**src/sv/lcdw_pkg.sv**
```systemverilog
// Shared types, codes and constants of the four-bit LCD write sequencer.
// Depends on nothing; every other file of the block uses it.
package lcdw_pkg;

	localparam int BYTE_W    = 8;
	localparam int NIBBLE_W  = 4;
	localparam int PULSE_W   = 8;
	localparam int WAIT_W    = 16;
	localparam int INIT_W    = 3;
	localparam int CFG_IDX_W = 1;

	localparam logic [INIT_W-1:0]  INIT_COUNT         = 3'd6;
	localparam logic [BYTE_W-1:0]  CLEAR_CMD          = 8'h01;
	localparam logic [PULSE_W-1:0] ENABLE_PULSE_RESET = 8'd40;
	localparam logic [WAIT_W-1:0]  CLEAR_WAIT_RESET   = 16'd3000;

	localparam logic [CFG_IDX_W-1:0] CFG_ENABLE_PULSE = 1'b0;
	localparam logic [CFG_IDX_W-1:0] CFG_CLEAR_WAIT   = 1'b1;

	typedef enum logic {
		ITEM_TICK  = 1'b0,
		ITEM_WRITE = 1'b1
	} item_kind_t;

	typedef struct packed {
		item_kind_t        kind;
		logic              rs;
		logic [BYTE_W-1:0] byte_value;
	} item_t;

	typedef struct packed {
		logic                pin_rs;
		logic                pin_enable;
		logic [NIBBLE_W-1:0] pin_data;
		logic                busy_res;
		logic                rejected;
	} result_t;

	function automatic logic [BYTE_W-1:0] init_cmd(input logic [INIT_W-1:0] idx);
		logic [BYTE_W-1:0] cmd;
		case (idx)
			3'd0: cmd = 8'h33;
			3'd1: cmd = 8'h32;
			3'd2: cmd = 8'h28;
			3'd3: cmd = 8'h0C;
			3'd4: cmd = 8'h06;
			3'd5: cmd = 8'h01;
			default: cmd = 8'h00;
		endcase
		return cmd;
	endfunction

endpackage

```
**src/sv/lcdw_if.sv**
```systemverilog
// Handshake channels of the LCD write sequencer: request, result and register write.
// Depends on lcdw_pkg for field widths.
interface lcdw_req_if;
	logic                         valid;
	logic                         ready;
	logic                         req_type;
	logic                         reg_select;
	logic [lcdw_pkg::BYTE_W-1:0]  byte_value;

	modport source (output valid, req_type, reg_select, byte_value, input ready);
	modport sink   (input valid, req_type, reg_select, byte_value, output ready);
endinterface

interface lcdw_res_if;
	logic                          valid;
	logic                          ready;
	logic                          pin_rs;
	logic                          pin_enable;
	logic [lcdw_pkg::NIBBLE_W-1:0] pin_data;
	logic                          busy_res;
	logic                          rejected;

	modport source (output valid, pin_rs, pin_enable, pin_data, busy_res, rejected, input ready);
	modport sink   (input valid, pin_rs, pin_enable, pin_data, busy_res, rejected, output ready);
endinterface

interface lcdw_cfg_if;
	logic                           valid;
	logic                           ready;
	logic [lcdw_pkg::CFG_IDX_W-1:0] index;
	logic [lcdw_pkg::WAIT_W-1:0]    data;

	modport source (output valid, index, data, input ready);
	modport sink   (input valid, index, data, output ready);
endinterface

```
**src/sv/lcd_four_bit_write_sequencer.sv**
```systemverilog
// Top level of the four-bit character LCD write sequencer.
// Depends on lcdw_pkg, lcdw_if, lcdw_front, lcdw_queue and lcdw_back.
//
// Channels: req takes words that are either a one-microsecond tick (req_type 0)
// or a byte write (req_type 1, reg_select and byte_value). res returns one word
// per request: the levels of RS, enable and D4..D7, busy, and a rejected flag
// set when a write arrived during init, a transfer or a wait. cfg writes
// enable_pulse_ticks (index 0) and clear_wait_ticks (index 1); it is always ready
// and should be written only while no request is in flight.
// A request passes the front stage register, the queue and the result register.
// Throughput: one request per cycle while res.ready is high; the front stage, a
// two-entry queue and the result register each take one word per cycle.
// Reset: the sequencer starts the six-command init at once, driven by ticks,
// and ends it with the clear wait; writes during that time are rejected.
// Receiver stall: the result register holds; the queue and front stage absorb
// three more requests before req.ready drops.
module lcd_four_bit_write_sequencer (
	input logic   clk,
	input logic   arst_n,
	lcdw_req_if.sink   req,
	lcdw_res_if.source res,
	lcdw_cfg_if.sink   cfg
);

	logic              push_valid;
	logic              push_ready;
	lcdw_pkg::item_t   push_item;
	logic              pop_valid;
	logic              pop_ready;
	lcdw_pkg::item_t   pop_item;
	lcdw_pkg::result_t res_word;

	assign cfg.ready      = 1'b1;
	assign res.pin_rs     = res_word.pin_rs;
	assign res.pin_enable = res_word.pin_enable;
	assign res.pin_data   = res_word.pin_data;
	assign res.busy_res   = res_word.busy_res;
	assign res.rejected   = res_word.rejected;

	lcdw_front u_front (
		.clk        (clk),
		.arst_n     (arst_n),
		.req_valid  (req.valid),
		.req_ready  (req.ready),
		.req_type   (req.req_type),
		.reg_select (req.reg_select),
		.byte_value (req.byte_value),
		.push_valid (push_valid),
		.push_ready (push_ready),
		.push_item  (push_item)
	);

	lcdw_queue u_queue (
		.clk        (clk),
		.arst_n     (arst_n),
		.push_valid (push_valid),
		.push_ready (push_ready),
		.push_item  (push_item),
		.pop_valid  (pop_valid),
		.pop_ready  (pop_ready),
		.pop_item   (pop_item)
	);

	lcdw_back u_back (
		.clk        (clk),
		.arst_n     (arst_n),
		.item_valid (pop_valid),
		.item_ready (pop_ready),
		.item       (pop_item),
		.cfg_we     (cfg.valid),
		.cfg_index  (cfg.index),
		.cfg_data   (cfg.data),
		.res_valid  (res.valid),
		.res_ready  (res.ready),
		.res        (res_word)
	);

endmodule

```
**src/sv/lcdw_front.sv**
```systemverilog
// Front stage: accepts request words, classifies them as tick or write and stages them.
// Depends on lcdw_pkg; feeds lcdw_queue.
module lcdw_front (
	input  logic                        clk,
	input  logic                        arst_n,
	input  logic                        req_valid,
	output logic                        req_ready,
	input  logic                        req_type,
	input  logic                        reg_select,
	input  logic [lcdw_pkg::BYTE_W-1:0] byte_value,
	output logic                        push_valid,
	input  logic                        push_ready,
	output lcdw_pkg::item_t             push_item
);

	logic            valid_s1;
	lcdw_pkg::item_t item_s1;
	lcdw_pkg::item_t item_d;

	assign req_ready  = !valid_s1 || push_ready;
	assign push_valid = valid_s1;
	assign push_item  = item_s1;

	always_comb begin
		item_d.kind       = req_type ? lcdw_pkg::ITEM_WRITE : lcdw_pkg::ITEM_TICK;
		item_d.rs         = req_type & reg_select;
		item_d.byte_value = req_type ? byte_value : '0;
	end

	always_ff @(posedge clk or negedge arst_n) begin
		if (!arst_n) begin
			valid_s1 <= 1'b0;
		end else if (req_valid && req_ready) begin
			valid_s1 <= 1'b1;
		end else if (push_ready) begin
			valid_s1 <= 1'b0;
		end
	end

	always_ff @(posedge clk) begin
		if (req_valid && req_ready) begin
			item_s1 <= item_d;
		end
	end

endmodule

```
**src/sv/lcdw_queue.sv**
```systemverilog
// Two-entry queue between the front stage and the pin sequencer.
// Depends on lcdw_pkg for the item type.
module lcdw_queue (
	input  logic            clk,
	input  logic            arst_n,
	input  logic            push_valid,
	output logic            push_ready,
	input  lcdw_pkg::item_t push_item,
	output logic            pop_valid,
	input  logic            pop_ready,
	output lcdw_pkg::item_t pop_item
);

	lcdw_pkg::item_t mem_q [2];
	logic            wr_ptr_q;
	logic            rd_ptr_q;
	logic [1:0]      count_q;
	logic            push;
	logic            pop;

	assign push_ready = (count_q != 2'd2);
	assign pop_valid  = (count_q != 2'd0);
	assign pop_item   = mem_q[rd_ptr_q];
	assign push       = push_valid && push_ready;
	assign pop        = pop_valid && pop_ready;

	always_ff @(posedge clk or negedge arst_n) begin
		if (!arst_n) begin
			wr_ptr_q <= 1'b0;
			rd_ptr_q <= 1'b0;
			count_q  <= 2'd0;
		end else begin
			if (push) begin
				wr_ptr_q <= !wr_ptr_q;
			end
			if (pop) begin
				rd_ptr_q <= !rd_ptr_q;
			end
			if (push && !pop) begin
				count_q <= count_q + 2'd1;
			end else if (pop && !push) begin
				count_q <= count_q - 2'd1;
			end
		end
	end

	always_ff @(posedge clk) begin
		if (push) begin
			mem_q[wr_ptr_q] <= push_item;
		end
	end

endmodule

```
**src/sv/lcdw_back.sv**
```systemverilog
// Pin sequencer: runs init, nibble strobes and clear waits, one queued word per cycle unless a stalled result holds it.
// Holds the timing registers and the result register. Depends on lcdw_pkg.
module lcdw_back (
	input  logic                           clk,
	input  logic                           arst_n,
	input  logic                           item_valid,
	output logic                           item_ready,
	input  lcdw_pkg::item_t                item,
	input  logic                           cfg_we,
	input  logic [lcdw_pkg::CFG_IDX_W-1:0] cfg_index,
	input  logic [lcdw_pkg::WAIT_W-1:0]    cfg_data,
	output logic                           res_valid,
	input  logic                           res_ready,
	output lcdw_pkg::result_t              res
);

	typedef enum logic [2:0] {
		PH_IDLE       = 3'd0,
		PH_INIT_START = 3'd1,
		PH_HI_PULSE   = 3'd2,
		PH_LO_SETUP   = 3'd3,
		PH_LO_PULSE   = 3'd4,
		PH_WAIT       = 3'd5
	} phase_t;

	phase_t                             phase_q, phase_n;
	logic [lcdw_pkg::WAIT_W-1:0]        count_q, count_n, count_inc;
	logic [lcdw_pkg::BYTE_W-1:0]        byte_q, byte_n;
	logic                               rs_q, rs_n;
	logic [lcdw_pkg::INIT_W-1:0]        init_idx_q, init_idx_n;
	logic [lcdw_pkg::NIBBLE_W-1:0]      nibble_q, nibble_n;
	logic                               enable_q, enable_n;
	logic [lcdw_pkg::PULSE_W-1:0]       pulse_q;
	logic [lcdw_pkg::WAIT_W-1:0]        wait_q;
	logic                               res_valid_q;
	lcdw_pkg::result_t                  res_q;
	logic                               busy;
	logic                               rejected_n;
	logic                               is_clear;
	logic [lcdw_pkg::BYTE_W-1:0]        init_byte;
	logic                               step;

	assign item_ready = !res_valid_q || res_ready;
	assign step       = item_valid && item_ready;
	assign res_valid  = res_valid_q;
	assign res        = res_q;
	assign busy       = (phase_q != PH_IDLE);
	assign count_inc  = (count_q == '1) ? count_q : count_q + 16'd1;
	assign is_clear   = !rs_q && (byte_q == lcdw_pkg::CLEAR_CMD);
	assign init_byte  = lcdw_pkg::init_cmd(init_idx_q);

	always_comb begin
		phase_n    = phase_q;
		count_n    = count_q;
		byte_n     = byte_q;
		rs_n       = rs_q;
		init_idx_n = init_idx_q;
		nibble_n   = nibble_q;
		enable_n   = enable_q;
		rejected_n = 1'b0;
		if (item.kind == lcdw_pkg::ITEM_WRITE) begin
			if (busy) begin
				rejected_n = 1'b1;
			end else begin
				byte_n   = item.byte_value;
				rs_n     = item.rs;
				nibble_n = item.byte_value[7:4];
				enable_n = 1'b1;
				count_n  = '0;
				phase_n  = PH_HI_PULSE;
			end
		end else begin
			case (phase_q)
				PH_INIT_START: begin
					if (init_idx_q < lcdw_pkg::INIT_COUNT) begin
						byte_n   = init_byte;
						rs_n     = 1'b0;
						nibble_n = init_byte[7:4];
						enable_n = 1'b1;
						count_n  = '0;
						phase_n  = PH_HI_PULSE;
					end else begin
						phase_n = PH_IDLE;
					end
				end
				PH_HI_PULSE: begin
					count_n = count_inc;
					if (count_inc >= {8'd0, pulse_q}) begin
						enable_n = 1'b0;
						nibble_n = byte_q[3:0];
						count_n  = '0;
						phase_n  = PH_LO_SETUP;
					end
				end
				PH_LO_SETUP: begin
					enable_n = 1'b1;
					count_n  = '0;
					phase_n  = PH_LO_PULSE;
				end
				PH_LO_PULSE: begin
					count_n = count_inc;
					if (count_inc >= {8'd0, pulse_q}) begin
						enable_n = 1'b0;
						count_n  = '0;
						if (init_idx_q < lcdw_pkg::INIT_COUNT) begin
							init_idx_n = init_idx_q + 3'd1;
						end
						if (is_clear) begin
							phase_n = PH_WAIT;
						end else if (init_idx_n < lcdw_pkg::INIT_COUNT) begin
							phase_n = PH_INIT_START;
						end else begin
							phase_n = PH_IDLE;
						end
					end
				end
				PH_WAIT: begin
					count_n = count_inc;
					if (count_inc >= wait_q) begin
						count_n = '0;
						phase_n = (init_idx_q < lcdw_pkg::INIT_COUNT) ? PH_INIT_START : PH_IDLE;
					end
				end
				default: begin
					phase_n = PH_IDLE;
				end
			endcase
		end
	end

	always_ff @(posedge clk or negedge arst_n) begin
		if (!arst_n) begin
			phase_q     <= PH_INIT_START;
			count_q     <= '0;
			byte_q      <= '0;
			rs_q        <= 1'b0;
			init_idx_q  <= '0;
			nibble_q    <= '0;
			enable_q    <= 1'b0;
			pulse_q     <= lcdw_pkg::ENABLE_PULSE_RESET;
			wait_q      <= lcdw_pkg::CLEAR_WAIT_RESET;
			res_valid_q <= 1'b0;
			res_q       <= '0;
		end else begin
			if (cfg_we) begin
				if (cfg_index == lcdw_pkg::CFG_ENABLE_PULSE) begin
					pulse_q <= cfg_data[lcdw_pkg::PULSE_W-1:0];
				end else begin
					wait_q <= cfg_data;
				end
			end
			if (step) begin
				phase_q          <= phase_n;
				count_q          <= count_n;
				byte_q           <= byte_n;
				rs_q             <= rs_n;
				init_idx_q       <= init_idx_n;
				nibble_q         <= nibble_n;
				enable_q         <= enable_n;
				res_q.pin_rs     <= rs_n;
				res_q.pin_enable <= enable_n;
				res_q.pin_data   <= nibble_n;
				res_q.busy_res   <= (phase_n != PH_IDLE);
				res_q.rejected   <= rejected_n;
				res_valid_q      <= 1'b1;
			end else if (res_ready) begin
				res_valid_q <= 1'b0;
			end
		end
	end

endmodule

```
**src/flat_wrapper.sv**
```systemverilog
// flat-port wrapper written by rule: the top's interface ports become plain ports
module lcd_four_bit_write_sequencer_flat 
  (clk, arst_n, req_valid, req_req_type, req_reg_select, req_byte_value, req_ready, res_valid, res_pin_rs, res_pin_enable, res_pin_data, res_busy_res, res_rejected, res_ready, cfg_valid, cfg_index, cfg_data, cfg_ready);
  lcdw_req_if req_i ();
  lcdw_res_if res_i ();
  lcdw_cfg_if cfg_i ();
  input logic clk;
  input logic arst_n;
  input wire logic [$bits(req_i.valid)-1:0] req_valid;
  input wire logic [$bits(req_i.req_type)-1:0] req_req_type;
  input wire logic [$bits(req_i.reg_select)-1:0] req_reg_select;
  input wire logic [$bits(req_i.byte_value)-1:0] req_byte_value;
  output wire logic [$bits(req_i.ready)-1:0] req_ready;
  output wire logic [$bits(res_i.valid)-1:0] res_valid;
  output wire logic [$bits(res_i.pin_rs)-1:0] res_pin_rs;
  output wire logic [$bits(res_i.pin_enable)-1:0] res_pin_enable;
  output wire logic [$bits(res_i.pin_data)-1:0] res_pin_data;
  output wire logic [$bits(res_i.busy_res)-1:0] res_busy_res;
  output wire logic [$bits(res_i.rejected)-1:0] res_rejected;
  input wire logic [$bits(res_i.ready)-1:0] res_ready;
  input wire logic [$bits(cfg_i.valid)-1:0] cfg_valid;
  input wire logic [$bits(cfg_i.index)-1:0] cfg_index;
  input wire logic [$bits(cfg_i.data)-1:0] cfg_data;
  output wire logic [$bits(cfg_i.ready)-1:0] cfg_ready;
  assign req_i.valid = req_valid;
  assign req_i.req_type = req_req_type;
  assign req_i.reg_select = req_reg_select;
  assign req_i.byte_value = req_byte_value;
  assign req_ready = req_i.ready;
  assign res_valid = res_i.valid;
  assign res_pin_rs = res_i.pin_rs;
  assign res_pin_enable = res_i.pin_enable;
  assign res_pin_data = res_i.pin_data;
  assign res_busy_res = res_i.busy_res;
  assign res_rejected = res_i.rejected;
  assign res_i.ready = res_ready;
  assign cfg_i.valid = cfg_valid;
  assign cfg_i.index = cfg_index;
  assign cfg_i.data = cfg_data;
  assign cfg_ready = cfg_i.ready;
  lcd_four_bit_write_sequencer u_core (.clk(clk), .arst_n(arst_n), .req(req_i), .res(res_i), .cfg(cfg_i));
endmodule
```
**config.mk**
```make
export PLATFORM = sky130hd
export DESIGN_NAME = lcd_four_bit_write_sequencer_flat
export DESIGN_NICKNAME = d
export VERILOG_FILES = /design/src/sv/lcdw_pkg.sv /design/src/sv/lcdw_if.sv /design/src/sv/lcd_four_bit_write_sequencer.sv /design/src/sv/lcdw_front.sv /design/src/sv/lcdw_queue.sv /design/src/sv/lcdw_back.sv /design/src/flat_wrapper.sv
export SDC_FILE = /design/constraint.sdc
export NUM_CORES = 1
export LEC_CHECK = 0
export BUFFER_PORTS_ARGS = -buffer_cell sky130_fd_sc_hd__buf_2
export CELL_PAD_IN_SITES_DETAIL_PLACEMENT = 0
export CELL_PAD_IN_SITES_GLOBAL_PLACEMENT = 1
export CORE_UTILIZATION = 48
export DETAILED_ROUTE_END_ITERATION = 7
export PLACE_DENSITY = 0.85
export SETUP_SLACK_MARGIN = 0.15
export SYNTH_ARGS = -nofsm -noshare
export SYNTH_HDL_FRONTEND = slang
export SYNTH_HIERARCHICAL = 1
export SYNTH_SLANG_ARGS = --single-unit
export TNS_END_PERCENT = 1
```
**constraint.sdc**
```tcl
create_clock -name clk -period 4.81 [get_ports clk]
set_clock_uncertainty 0.15 [all_clocks]
set_input_delay 0.2405 -clock clk [delete_from_list [all_inputs] [get_ports clk]]
set_output_delay 0.2405 -clock clk [all_outputs]
set_load 0.02 [all_outputs]
```
==> summary by stage, run 1 <==
Status
The flow ran to the end, and the final reports show no timing, DRC or antenna violations.

Synthesis
Yosys mapped the design onto 65 distinct sky130hd cell types. The mean area per synthesized cell is 10.6 um^2. Sequential elements use 48.8% of the synthesized area. In the synthesized netlist the dominant register cell turns out to be sky130_fd_sc_hd__dfrtp_1.

Counting every instance in the synthesized netlist gives approximately 500. The summed instance area of the synthesized netlist is 5350 um^2. The net count after synthesis is 567. The number of flops mapped to enable cells by yosys is 30. After synthesis, the cell types taking the most area are sky130_fd_sc_hd__dfrtp_1 27%, sky130_fd_sc_hd__edfxtp_1 17%, sky130_fd_sc_hd__ha_1 7.0%. For this run, asynchronously set or reset flops after synthesis account for 69.4%. The top-area cell type share of the netlist area is 27.1%. The total of warnings raised by yosys is 6. The leading area contributor after synthesis is sky130_fd_sc_hd__dfrtp_1.

The number of register bits inferred by synthesis is 98.

Floorplanning
43 I/O pins were placed. The die is 108 um tall. The standard-cell row count is 38. The starting utilization of the core area is 49.4%. The area of the placeable core is 10,800 um^2. From left edge to right edge, the die measures between 100 and 150 um.

The die covers 11,600 um^2.

STA
Subtracting the final worst setup slack from the clock period gives 4430 ps. The final hold slack is between 15 and 20 ps. The final cycle utilization of the critical path is 92.1%.

For the pin with the worst max-slew slack, the measured transition is 1150 ps. The total setup violations reported at the end of the flow is 0. Setup slack on the critical path of the routed design comes to 381 ps. The final count of pins violating max slew is 0. Setup repair after global routing left no endpoint under its margin. The headroom to the max-slew limit is 22.7%. The final count of hold timing violations was 0. For the final routed database, the setup TNS stands at 0 ps.

Derived from the worst setup path, the maximum achievable clock frequency is between 200 and 250 MHz.

Power and ir drop
The power share of the combinational group is 39.6%. The worst ir drop on vdd is 332 uV. The cell internal power dissipation is 1810 uW. The proportion of power drawn by the clock network is 17.4%. The areal power density over the cells is 490 nW/um^2.

Sequential cells burn 42.9% of the power. In this run the power spent charging and discharging nets is 1200 uW. In this run switching power makes up 39.9% of total power.

The cell leakage power is approximately 0.0027 uW.

Global route
The pin count of the biggest net entering global routing is 44. The initial antenna violation count is 0. The overflow left after global routing is 0.

The wire length of the first global-routing pass is 18,400 um. The via count of the first global-routing pass is 3,672. The aggregate global-route resource usage is 20.5%.

Placed design
The routability-driven placement congestion ratio is 0.803. Including well taps, the total number of placed cells is 669. The final HPWL from detailed placement is 7780 um. The count of input and output buffers is 41. Timing analysis after detailed placement gives a worst setup slack of between 200 and 300 ps.

Route
The remaining number of nets flagged by the antenna check after routing is 0. The routed layout has ~4,000 vias. After detailed routing, the average wire length per cell comes to 15.5 um. The final routed wirelength across all metal layers is ~11,000 um. After the first detailed-routing iteration, the DRC count stood at 277. The average via count per standard cell is 5.46. The post-route DRC violation count is 0. The number of search-and-repair iterations in the first detailed-routing pass is 5.

Worst hold path
In this run the worst hold path is classified as primary input to flop. The hold path startpoint is req_byte_value[3]. The path with the worst hold slack has its endpoint at u_core/u_front/push_item[3]. The worst hold path was traced through 2 stages.

Clock network
After clock tree synthesis, the clock-pin slew on the worst setup and hold paths is approximately 110 ps. The clock reaches the later pin of the worst-skew pair after 370 ps. For this design, the sink count on the clock tree is 98. CTS built an H-tree with a depth of 3. Counting along the longest clock path gives a buffer depth of 2. The TritonCTS clock tree is built. The tree is rooted in a sky130_fd_sc_hd__clkbuf_8. The clock buffer count from CTS is 9.

Finish
The multi-input combinational cells in the finished layout cover a total of 2490 um^2. The post-layout instance count excluding filler cells is 712. The filler cells instantiated in the layout total 919. The final core area utilization is 56.7%. The number of antenna diodes in the final layout is 0. The number of nets in the layout is approximately 630. The post-route netlist has 20.5% of its cells at a drive strength greater than 1. The footprint of the flip-flops and latches is roughly 2600 um^2. The synthesis-to-finish area growth is 14.8%.

Critical path
STA classifies the critical path startpoint as a flop. The class of the most critical setup path is flop to flop. STA classifies the critical path endpoint as a flop.

The worst-case register-to-register setup slack is 380 ps. The largest driver fanout on the critical path is 12. At the worst endpoint, the required time is 4920 ps. The critical register-to-register path startpoint is u_core/u_back/count_q[0]. Counting cells, the worst reg-to-reg path comes to 14.

The worst path arrival time is 4540 ps. The endpoint identified for the worst register-to-register timing path is u_core/u_back/res[3].

Run
The number of maximum-capacitance violations is 0.
[registers in the layout (all words and copies together) (netlist names)]
register,count
u_core/u_back/count_q,16
u_core/u_back/phase_q,3
u_core/u_front/push_valid,1
u_core/u_front/push_item,10
u_core/u_back/byte_q,8
u_core/u_queue/mem_q,20
u_core/u_queue/wr_ptr_q,1
u_core/u_queue/count_q,2
u_core/u_back/pulse_q,8
u_core/u_back/res,8
u_core/u_back/wait_q,16
u_core/u_back/res_valid,1
u_core/u_back/init_idx_q,3
u_core/u_queue/rd_ptr_q,1
[cell usage after synthesis (3+ instances only)]
cell,count
sky130_fd_sc_hd__dfrtp_1,58
sky130_fd_sc_hd__a31oi_1,7
sky130_fd_sc_hd__a32o_1,3
sky130_fd_sc_hd__nand3_1,5
sky130_fd_sc_hd__nor2_1,23
sky130_fd_sc_hd__nor4_1,4
sky130_fd_sc_hd__a2111oi_0,3
sky130_fd_sc_hd__xnor2_1,13
sky130_fd_sc_hd__o31ai_1,6
sky130_fd_sc_hd__buf_2,3
sky130_fd_sc_hd__o22ai_1,5
sky130_fd_sc_hd__o21a_1,3
sky130_fd_sc_hd__o21ai_1,4
sky130_fd_sc_hd__mux2_2,27
sky130_fd_sc_hd__o21ai_0,34
sky130_fd_sc_hd__nor2b_1,5
sky130_fd_sc_hd__nand4_1,8
sky130_fd_sc_hd__nand2_1,55
sky130_fd_sc_hd__and3_1,4
sky130_fd_sc_hd__mux2i_1,8
sky130_fd_sc_hd__mux2_4,4
sky130_fd_sc_hd__and2_1,10
sky130_fd_sc_hd__clkbuf_1,13
sky130_fd_sc_hd__dfstp_2,10
sky130_fd_sc_hd__edfxtp_1,30
sky130_fd_sc_hd__a21oi_1,23
sky130_fd_sc_hd__inv_1,41
sky130_fd_sc_hd__xor2_1,3
sky130_fd_sc_hd__nand2b_1,7
sky130_fd_sc_hd__nor3_1,9
sky130_fd_sc_hd__ha_1,30
sky130_fd_sc_hd__o2111ai_1,3
sky130_fd_sc_hd__buf_4,4
[worst max-delay path by stage]
stage / startpoint / to / slack, ps
final: u_core/u_back/count_q[0] / u_core/u_back/res[3] / 380
after global routing: u_core/u_back/count_q[0] / u_core/u_back/res[3] / 200
after CTS: u_core/u_back/count_q[0] / u_core/u_back/res[3] / 240
after detailed placement: u_core/u_back/count_q[0] / u_core/u_back/res[3] / 290
after global placement: u_core/u_back/count_q[0] / u_core/u_back/res[3] / 370
after floorplan: u_core/u_back/count_q[0] / u_core/u_back/res[2] / 760
[kinds of logic (layout without fill, tap and decap cells)]
logic type / count (synthesis) / after routing / share of synthesized area [%]
and+or+nand+nor: 149 / 149 / 15.0
AOI/OAI and AO/OA: 109 / 109 / 13.3
DFF: 98 / 98 / 48.8
buffers and inverters: 63 / 130 / 4.91
muxes: 39 / 39 / 8.30
adders and majority gates: 30 / 30 / 7.01
xor gates and xnor gates: 16 / 16 / 2.62
other: 1 / 1 / 0.0700
[metrics by stage]
step	cell area [um^2]	power, uW
after floorplan	5350	2170
after global placement	5660	2440
after detailed placement	5660	2470
after CTS	6120	3020
after global routing	6140	3220
final	6140	3010
[timing repair]
| action | CTS | global route |
|---|---|---|
| hold endpoints to repair | 58 | 1 |
| hold buffers | 26 | 1 |
| gates resized for setup | 0 | 2 |
| buffers inserted | 0 | 0 |
| endpoints found under the setup margin | 0 | 11 |
[critical path, stage by stage (launching register included)]
cell,delay (ps)
sky130_fd_sc_hd__dfrtp_1,450
sky130_fd_sc_hd__ha_1,250
sky130_fd_sc_hd__nand4_1,210
sky130_fd_sc_hd__or4_4,660
sky130_fd_sc_hd__nand2_1,200
sky130_fd_sc_hd__nor3_1,100
sky130_fd_sc_hd__xor2_1,250
sky130_fd_sc_hd__ha_1,280
sky130_fd_sc_hd__nand2_1,80
sky130_fd_sc_hd__o21ai_0,90
sky130_fd_sc_hd__nor3_1,190
sky130_fd_sc_hd__o2111ai_1,200
sky130_fd_sc_hd__or3_1,550
sky130_fd_sc_hd__a31oi_4,310
sky130_fd_sc_hd__mux2_4,330
[layout make-up]
class                           count  area share, %
Tap cell                          140           2.85
Multi-Input combinational cell    344           40.5
Clock buffer                        9           2.02
Inverter                           41           2.50
Sequential cell                    98           42.6
Timing Repair Buffer               73           8.35
Clock inverter                      7           1.24
[cells in the final DEF, fill, tap and decap left out, drive strengths merged, types with 6 or more instances in the layout]
cell          n
a21oi        23
a31oi         9
and2         12
buf          46
clkbuf        9
dfrtp        58
dfstp        10
dlygate4sd3  27
edfxtp       30
ha           30
inv          45
mux2         31
mux2i         8
nand2        56
nand2b        9
nand3         6
nand4         9
nor2         23
nor3          9
nor4          6
o21ai        38
o31ai         6
xnor2        13
[per-layer routing]
metal	track usage (%)	wire length, um	up-vias
met5	0	0	-
li1	-	-	1923
met2	29.3	4770	110
met3	3.51	537	10
met4	6.16	136	0
met1	31.5	5570	1845
[power groups by stage]
stage	Combinational [uW]	Clock (uW)	Sequential, uW
6_report	1190	525	1290
2_1_floorplan	929	0	1240
3_3_place_gp	1150	0	1290
4_1_cts	1190	547	1290
3_5_place_dp	1160	0	1310
5_1_grt	1330	575	1320
No activity file was read; power rests on OpenSTA's default activity.
==> run 2, diff against run 1 <==
HOLD_SLACK_MARGIN = 0.05   (was default)
==> run 2 against run 1 <==
Compared with the run above:
- via count rose by 0.39%
- core utilization up 0.092 points
- sequential cell count is the same
- die area is the same
- largest power group unchanged
- worst setup slack better by 4.7 ps
- hold slack improved by 140 ps
- critical path depth unchanged
- critical path type unchanged
- cell count increased by 0.14%
- sequential share of layout area down 0.069 points
- global-route usage rose by 0.095 points
- clock power about the same
- final area grew 0.16%
==> summary by stage, run 2 (synthesis results as in run 1) <==
Finish
The number of nets in the layout was 630 (+0.16%). The number of fill cells in the layout was 922 (+0.33%). The number of flip-flops in the largest register came to 20 (unchanged). The largest registers in the layout are u_core/u_queue/mem_q x20, u_core/u_back/count_q x16, u_core/u_back/wait_q x16. Leaving out fill and tap cells, the most frequent cell in the layout is sky130_fd_sc_hd__dfrtp_1. The top cell types in the final layout, fill and taps aside, are 58 x sky130_fd_sc_hd__dfrtp_1, 55 x sky130_fd_sc_hd__nand2_1, 41 x sky130_fd_sc_hd__buf_2, 41 x sky130_fd_sc_hd__inv_1, 33 x sky130_fd_sc_hd__o21ai_0.

The post-layout instance count excluding filler cells was 713 (+0.14%). From synthesis to final layout, the design area changed by 15.0%. The register with the most flip-flops is u_core/u_queue/mem_q. The fraction of final layout cells sized beyond drive strength 1 is 20.4% (-0.036 points). The antenna cell count came to 0 (unchanged).

STA
The final count of pins violating max slew was 0 (unchanged). Setup repair after global routing left no endpoint under its margin. The final count of hold timing violations is 0 (unchanged). The pin slew with the least headroom to its limit was 1170 ps (+27.0 ps).

The final cycle utilization of the critical path is 92.0% (-0.097 points). The total setup violations reported at the end of the flow is 0 (unchanged). The worst-case setup margin in the final layout is 385 ps (+4.67 ps). The headroom to the max-slew limit was 20.9% (-1.8 points).

The achievable clock frequency was 226 MHz (+0.11%). The clock period minus worst slack is 4420 ps (-4.67 ps). The total negative setup slack came to 0 ps (unchanged).

Critical path
The worst reg-to-reg path cell count is 14 (unchanged). The category of the worst setup path capture point is a flop. STA classifies the critical path startpoint as a flop. The required time of the worst setup path is 4920 ps (about the same). The worst path arrival time is 4530 ps (about the same). The critical register-to-register path startpoint is u_core/u_back/count_q[0].

The critical path is of the flop to flop type. The worst-case register-to-register setup slack came to 390 ps (about the same). The largest driver fanout on the critical path was 12 (unchanged). The endpoint of the worst register-to-register path is u_core/u_back/res[3].

Clock network
The level count of the clock H-tree is 3 (unchanged). The clock-pin slew of the registers on the worst-case setup and hold paths was 110 ps (about the same). The clock insertion delay at the later pin of the skew report is 370 ps (about the same). The master cell of the clock root buffer is sky130_fd_sc_hd__clkbuf_8.

The clock sink count was 98 (unchanged). The TritonCTS clock tree is built. The clock buffer count from CTS came to 9 (unchanged). The maximum count of clock buffers along a single path is 2 (unchanged).

Route
The number of search-and-repair iterations in the first detailed-routing pass is 5 (unchanged). The final routed wirelength across all metal layers came to 11,100 um (+0.64%). The average via count per standard cell is 5.47 (+0.25%). The remaining number of nets flagged by the antenna check after routing was 0 (unchanged). The post-route DRC violation count is 0 (unchanged).

The number of vias after detailed routing is 3,903 (+0.39%). The initial detailed-routing violation count is 286 (+3.2%). The detailed-route wire length per cell came to 15.5 um (+0.49%).

Global route
The initial antenna violation count was 0 (unchanged). The pin count of the biggest net entering global routing is 44 (unchanged). The aggregate global-route resource usage is 20.6% (+0.095 points). The overflow left after global routing is 0 (unchanged). The via count of the first global-routing pass is 3,682 (+0.27%). The wire length of the first global-routing pass was 18,400 um (+0.48%).

Placed design
The routability-driven placement congestion ratio is 0.803 (unchanged). The final HPWL from detailed placement is 7780 um (unchanged). The worst setup slack before clock tree synthesis is 288 ps (unchanged). The count of input and output buffers is 41 (unchanged). The count of placed standard cells including taps is 669 (unchanged).

Worst hold path
The hold path startpoint is res_ready. The end point of the most critical hold path is u_core/u_back/res_valid. The number of stages on the worst hold path is 3 (+1). The path class of the tightest hold or removal check is primary input to flop.

Run
The number of maximum-capacitance violations is 0 (unchanged).

Floorplanning
The area of the placeable core is 10,800 um^2 (unchanged). The starting utilization of the core area is 49.4% (unchanged). The floorplan die height is 108 um (unchanged). The horizontal die dimension is 108 um (unchanged). The number of primary I/O pins was 43 (unchanged).

The floorplan die area is 11,600 um^2 (unchanged). The standard-cell row count is 38 (unchanged).

Power and ir drop
The areal power density over the cells is 489 nW/um^2 (about the same). The cell leakage power is 0.00270 uW (+0.15%). The worst ir drop on vdd is 330 uV (-0.58%).

Status
The run finished with clean final reports.
## run 2: worst max path at each step
| stage | start | endpoint | slack, ps |
|---|---|---|---|
| detailed placement | u_core/u_back/count_q[0] | u_core/u_back/res[3] | 290 |
| floorplan | u_core/u_back/count_q[0] | u_core/u_back/res[2] | 760 |
| finish | u_core/u_back/count_q[0] | u_core/u_back/res[3] | 390 |
| global route | u_core/u_back/count_q[0] | u_core/u_back/res[3] | 200 |
| global placement | u_core/u_back/count_q[0] | u_core/u_back/res[3] | 370 |
| CTS | u_core/u_back/count_q[0] | u_core/u_back/res[3] | 240 |
## run 2: final cells by class
cell class,count,area [um^2],area share [%]
clock inverters,7,76.3,1.24
clock buffers,9,124,2.01
flip-flops and latches,98,2620,42.5
well taps,140,175,2.85
multi-input cells,344,2490,40.4
inverters,41,154,2.50
repair buffers,74,523,8.50
## run 2: power by group
| group | switching, uW | internal, uW | total (uW) | leakage (uW) |
|---|---|---|---|---|
| clock network | 321 | 205 | 526 | 0.000101 |
| logic | 696 | 498 | 1190 | 0.00149 |
| registers | 185 | 1110 | 1290 | 0.00111 |
| total | 1200 | 1810 | 3010 | 0.00270 |
## run 2: per-stage QoR
stage / hold slack (ps) / total power [uW] / cell area, um^2 / utilization [%]
floorplan: -205 / 2170 / 5350 / -
global placement: 139 / 2440 / 5660 / 52.2
detailed placement: 141 / 2470 / 5660 / 52.2
CTS: 135 / 3030 / 6140 / 56.7
global route: 186 / 3230 / 6150 / 56.8
finish: 151 / 3010 / 6150 / 56.8
## run 2: per-layer routing
metal  up-vias  part of all wire (%)  global-route usage, %
li1       1925                     -                      -
met1      1862                    51                   31.7
met2       104                    44                   29.3
met3        12                   4.4                   3.51
met4         0                   1.3                   6.16
met5         -                     0                      0
## run 2: critical path: stages (launching register included)
cell	delay [ps]
sky130_fd_sc_hd__dfrtp_1	450
sky130_fd_sc_hd__ha_1	250
sky130_fd_sc_hd__nand4_1	220
sky130_fd_sc_hd__or4_4	660
sky130_fd_sc_hd__nand2_1	190
sky130_fd_sc_hd__nor3_1	100
sky130_fd_sc_hd__xor2_1	250
sky130_fd_sc_hd__ha_1	290
sky130_fd_sc_hd__nand2_1	80
sky130_fd_sc_hd__o21ai_0	90
sky130_fd_sc_hd__nor3_1	190
sky130_fd_sc_hd__o2111ai_1	200
sky130_fd_sc_hd__or3_1	550
sky130_fd_sc_hd__a31oi_4	310
sky130_fd_sc_hd__mux2_4	330
## run 2: what timing repair did
| action | in CTS | in global routing |
|---|---|---|
| setup endpoints to repair | 0 | 11 |
| resized for setup | 0 | 2 |
| hold endpoints to repair | 60 | 0 |
| hold buffers | 28 | 0 |
| buffers inserted | 0 | 0 |
==> run 3, diff against run 2 <==
CORE_UTILIZATION = 43   (was 48)
PLACE_DENSITY = 0.81   (was 0.85)
clock period = 3.7 ns   (was 4.81 ns; I/O delays follow)
==> run 3 against run 2 <==
Compared with the run above:
- the flow now finishes with violations (negative setup slack)
- die area rose by 11%
- count of clock-buffer cells in the layout did not move
- first-iteration DRC count fell by 7.0%
- largest cell class is now multi-input combinational cells
==> summary by stage, run 3 (synthesis results as in run 1) <==
Status
The flow ran to the end, but the final reports show violations. The checks that failed: negative setup slack.

Finish
The number of nets in the layout is 681 (+8.1%). The largest registers in the layout are u_core/u_queue/mem_q x20, u_core/u_back/count_q x16, u_core/u_back/wait_q x16. The antenna cell count is 0 (unchanged). Counting flops per register, the top entry is u_core/u_queue/mem_q. The most common library cell in the layout ignoring fill and taps is sky130_fd_sc_hd__dfrtp_1. The post-layout instance count excluding filler cells came to 792 (+11%). The number of flip-flops in the largest register is 20 (unchanged). The fraction of final layout cells sized beyond drive strength 1 is 30.1% (+9.7 points). The cell area after layout is 6860 um^2 (+12%). The synthesis-to-finish area growth is 28.2%. In the layout the commonest cells are 57 x sky130_fd_sc_hd__dfrtp_1, 53 x sky130_fd_sc_hd__buf_4, 53 x sky130_fd_sc_hd__nand2_1, 41 x sky130_fd_sc_hd__buf_2, 41 x sky130_fd_sc_hd__inv_1. The final core area utilization came to 56.9% (+0.12 points).

Placed design
The count of placed standard cells including taps came to 740 (+11%). The total placed instance area is 6070 um^2 (+7.1%). The count of input and output buffers is 41 (unchanged). The routability-driven placement congestion ratio was 0.831 (+3.5%). The final HPWL from detailed placement is 8470 um (+8.9%).

Clock network
The TritonCTS clock tree is built. The clock buffer count from CTS is 9 (unchanged). The clock insertion delay at the later pin of the skew report is 340 ps (-30 ps).

The maximum count of clock buffers along a single path is 2 (unchanged). The level count of the clock H-tree is 3 (unchanged). In this run the clock root is driven by a sky130_fd_sc_hd__clkbuf_16. The clock sink count is 98 (unchanged). The clock-pin slew of the registers on the worst-case setup and hold paths is 70 ps (-40 ps).

Power and ir drop
The worst ir drop on vdd is 399 uV (+21%). The power consumption is 4340 uW (+44%). The areal power density over the cells is 633 nW/um^2 (+29%). The cell leakage power is 0.00305 uW (+13%).

STA
The final cycle utilization of the critical path is 102% (+9.7 points). The final count of hold timing violations came to 0 (unchanged). The headroom to the max-slew limit came to 18.0% (-2.9 points). The achievable clock frequency is 266 MHz (+18%). Setup repair after global routing could not meet its margin everywhere. The pin slew with the least headroom to its limit is 1220 ps (+42.7 ps). The final count of pins violating max slew is 0 (unchanged). The clock period minus worst slack is 3760 ps (-661 ps).

The final hold slack is 138 ps (-12.9 ps). The total setup violations reported at the end of the flow is 4 (+4). The worst-case setup margin in the final layout is -63.5 ps (-449 ps).

Global route
The initial antenna violation count is 0 (unchanged). The via count of the first global-routing pass came to 4,162 (+13%). The aggregate global-route resource usage came to 19.7% (-0.84 points). The pin count of the biggest net entering global routing is 35 (-20%). The wire length of the first global-routing pass is 20,000 um (+8.6%). The overflow left after global routing was 0 (unchanged).

Critical path
The critical path endpoint is u_core/u_back/res[5]. The worst reg-to-reg path cell count is 12 (-2). The critical path in this run is classified as flop to flop. Tracing the worst setup path back leads to its startpoint at u_core/u_back/count_q[12].

The worst-case register-to-register setup slack is -60 ps (-450 ps). The category of the worst setup path capture point is a flop. The worst path arrival time is 3840 ps (-690 ps). The largest driver fanout on the critical path was 7 (-5). The worst register-to-register path begins at u_core/u_back/count_q[12].

The required time of the worst setup path came to 3780 ps (-1140 ps). STA classifies the critical path startpoint as a flop. The endpoint of the worst register-to-register path is u_core/u_back/res[5].

Floorplanning
The starting utilization of the core area is 44.4% (-5.0 points). The standard-cell row count is 40 (+5.3%). The number of primary I/O pins was 43 (unchanged). The horizontal die dimension is 114 um (+5.6%). The floorplan die area is 12,900 um^2 (+11%). The floorplan die height came to 114 um (+5.6%). The area of the placeable core is 12,100 um^2 (+11%).

Route
The average via count per standard cell is 5.24 (-4.2%). The initial detailed-routing violation count came to 266 (-7.0%). The number of vias after detailed routing came to 4,152 (+6.4%). The number of search-and-repair iterations in the first detailed-routing pass is 5 (unchanged). The final routed wirelength across all metal layers came to 11,900 um (+7.6%). The detailed-route wire length per cell is 15.1 um (-3.1%). The remaining number of nets flagged by the antenna check after routing is 0 (unchanged).

The post-route DRC violation count is 0 (unchanged).

Run
The number of maximum-capacitance violations came to 0 (unchanged).

Worst hold path
The worst min-delay path class is primary input to flop.
[run 3: worst min-delay path by stage]
stage	depth (start not counted)	startpoint	to	slack (ps)
floorplan	0	arst_n	u_core/u_back/byte_q[0]	-260
global placement	2	arst_n	u_core/u_back/count_q[6]	110
detailed placement	2	arst_n	u_core/u_back/count_q[6]	110
CTS	3	res_ready	u_core/u_back/res_valid	120
global route	3	res_ready	u_core/u_back/res_valid	140
finish	3	res_ready	u_core/u_back/res_valid	140
[run 3: critical path, cell delays in order, from the launching register on]
cell and delay (ps):
sky130_fd_sc_hd__dfrtp_1 360, sky130_fd_sc_hd__nand4_1 170, sky130_fd_sc_hd__or4_4 650, sky130_fd_sc_hd__buf_6 170, sky130_fd_sc_hd__xnor2_4 170, sky130_fd_sc_hd__ha_4 220
sky130_fd_sc_hd__nand2b_4 130, sky130_fd_sc_hd__a21o_1 150, sky130_fd_sc_hd__a211oi_2 270, sky130_fd_sc_hd__o2111ai_2 190, sky130_fd_sc_hd__or3_4 410, sky130_fd_sc_hd__a31oi_4 280
sky130_fd_sc_hd__mux2_4 330
[run 3: repair_timing]
item,CTS,global route
setup buffers,6,2
resized for setup,13,12
hold endpoints to repair,93,0
pin swaps,16,10
hold buffers,28,0
setup endpoints to repair,26,27
[run 3: layout make-up]
cell class | count | area (um^2)
clock buffer | 9 | 225
clock inverter | 7 | 85.1
fill | 1002 | 5200
inverter | 41 | 154
multi-input combinational | 344 | 2660
sequential | 98 | 2620
tap | 168 | 210
timing repair buffer | 125 | 917
[run 3: where the power goes]
group / total, uW / internal [uW] / leakage [uW] / switching, uW
registers: 1630 / 1430 / 0.00111 / 204
clock network: 965 / 536 / 0.000151 / 429
logic: 1740 / 768 / 0.00179 / 973
total: 4340 / 2730 / 0.00305 / 1610
[run 3: stage by stage]
step | TNS (ps) | worst slack (ps)
3_3_place_gp | -2890 | -222
6_report | -232 | -63.5
2_1_floorplan | -625 | -135
5_1_grt | -2640 | -212
3_5_place_dp | -4840 | -312
4_1_cts | -302 | -83.2
[run 3: layer usage]
metal	part of all wire (%)	routed length, um	vias to the layer above	global-route usage [%]
met5	0	0	-	0
met4	1.8	211	0	7.28
met3	4.3	511	18	3.13
met2	46	5430	117	31.4
met1	48	5770	1985	27.3
li1	-	-	2032	-
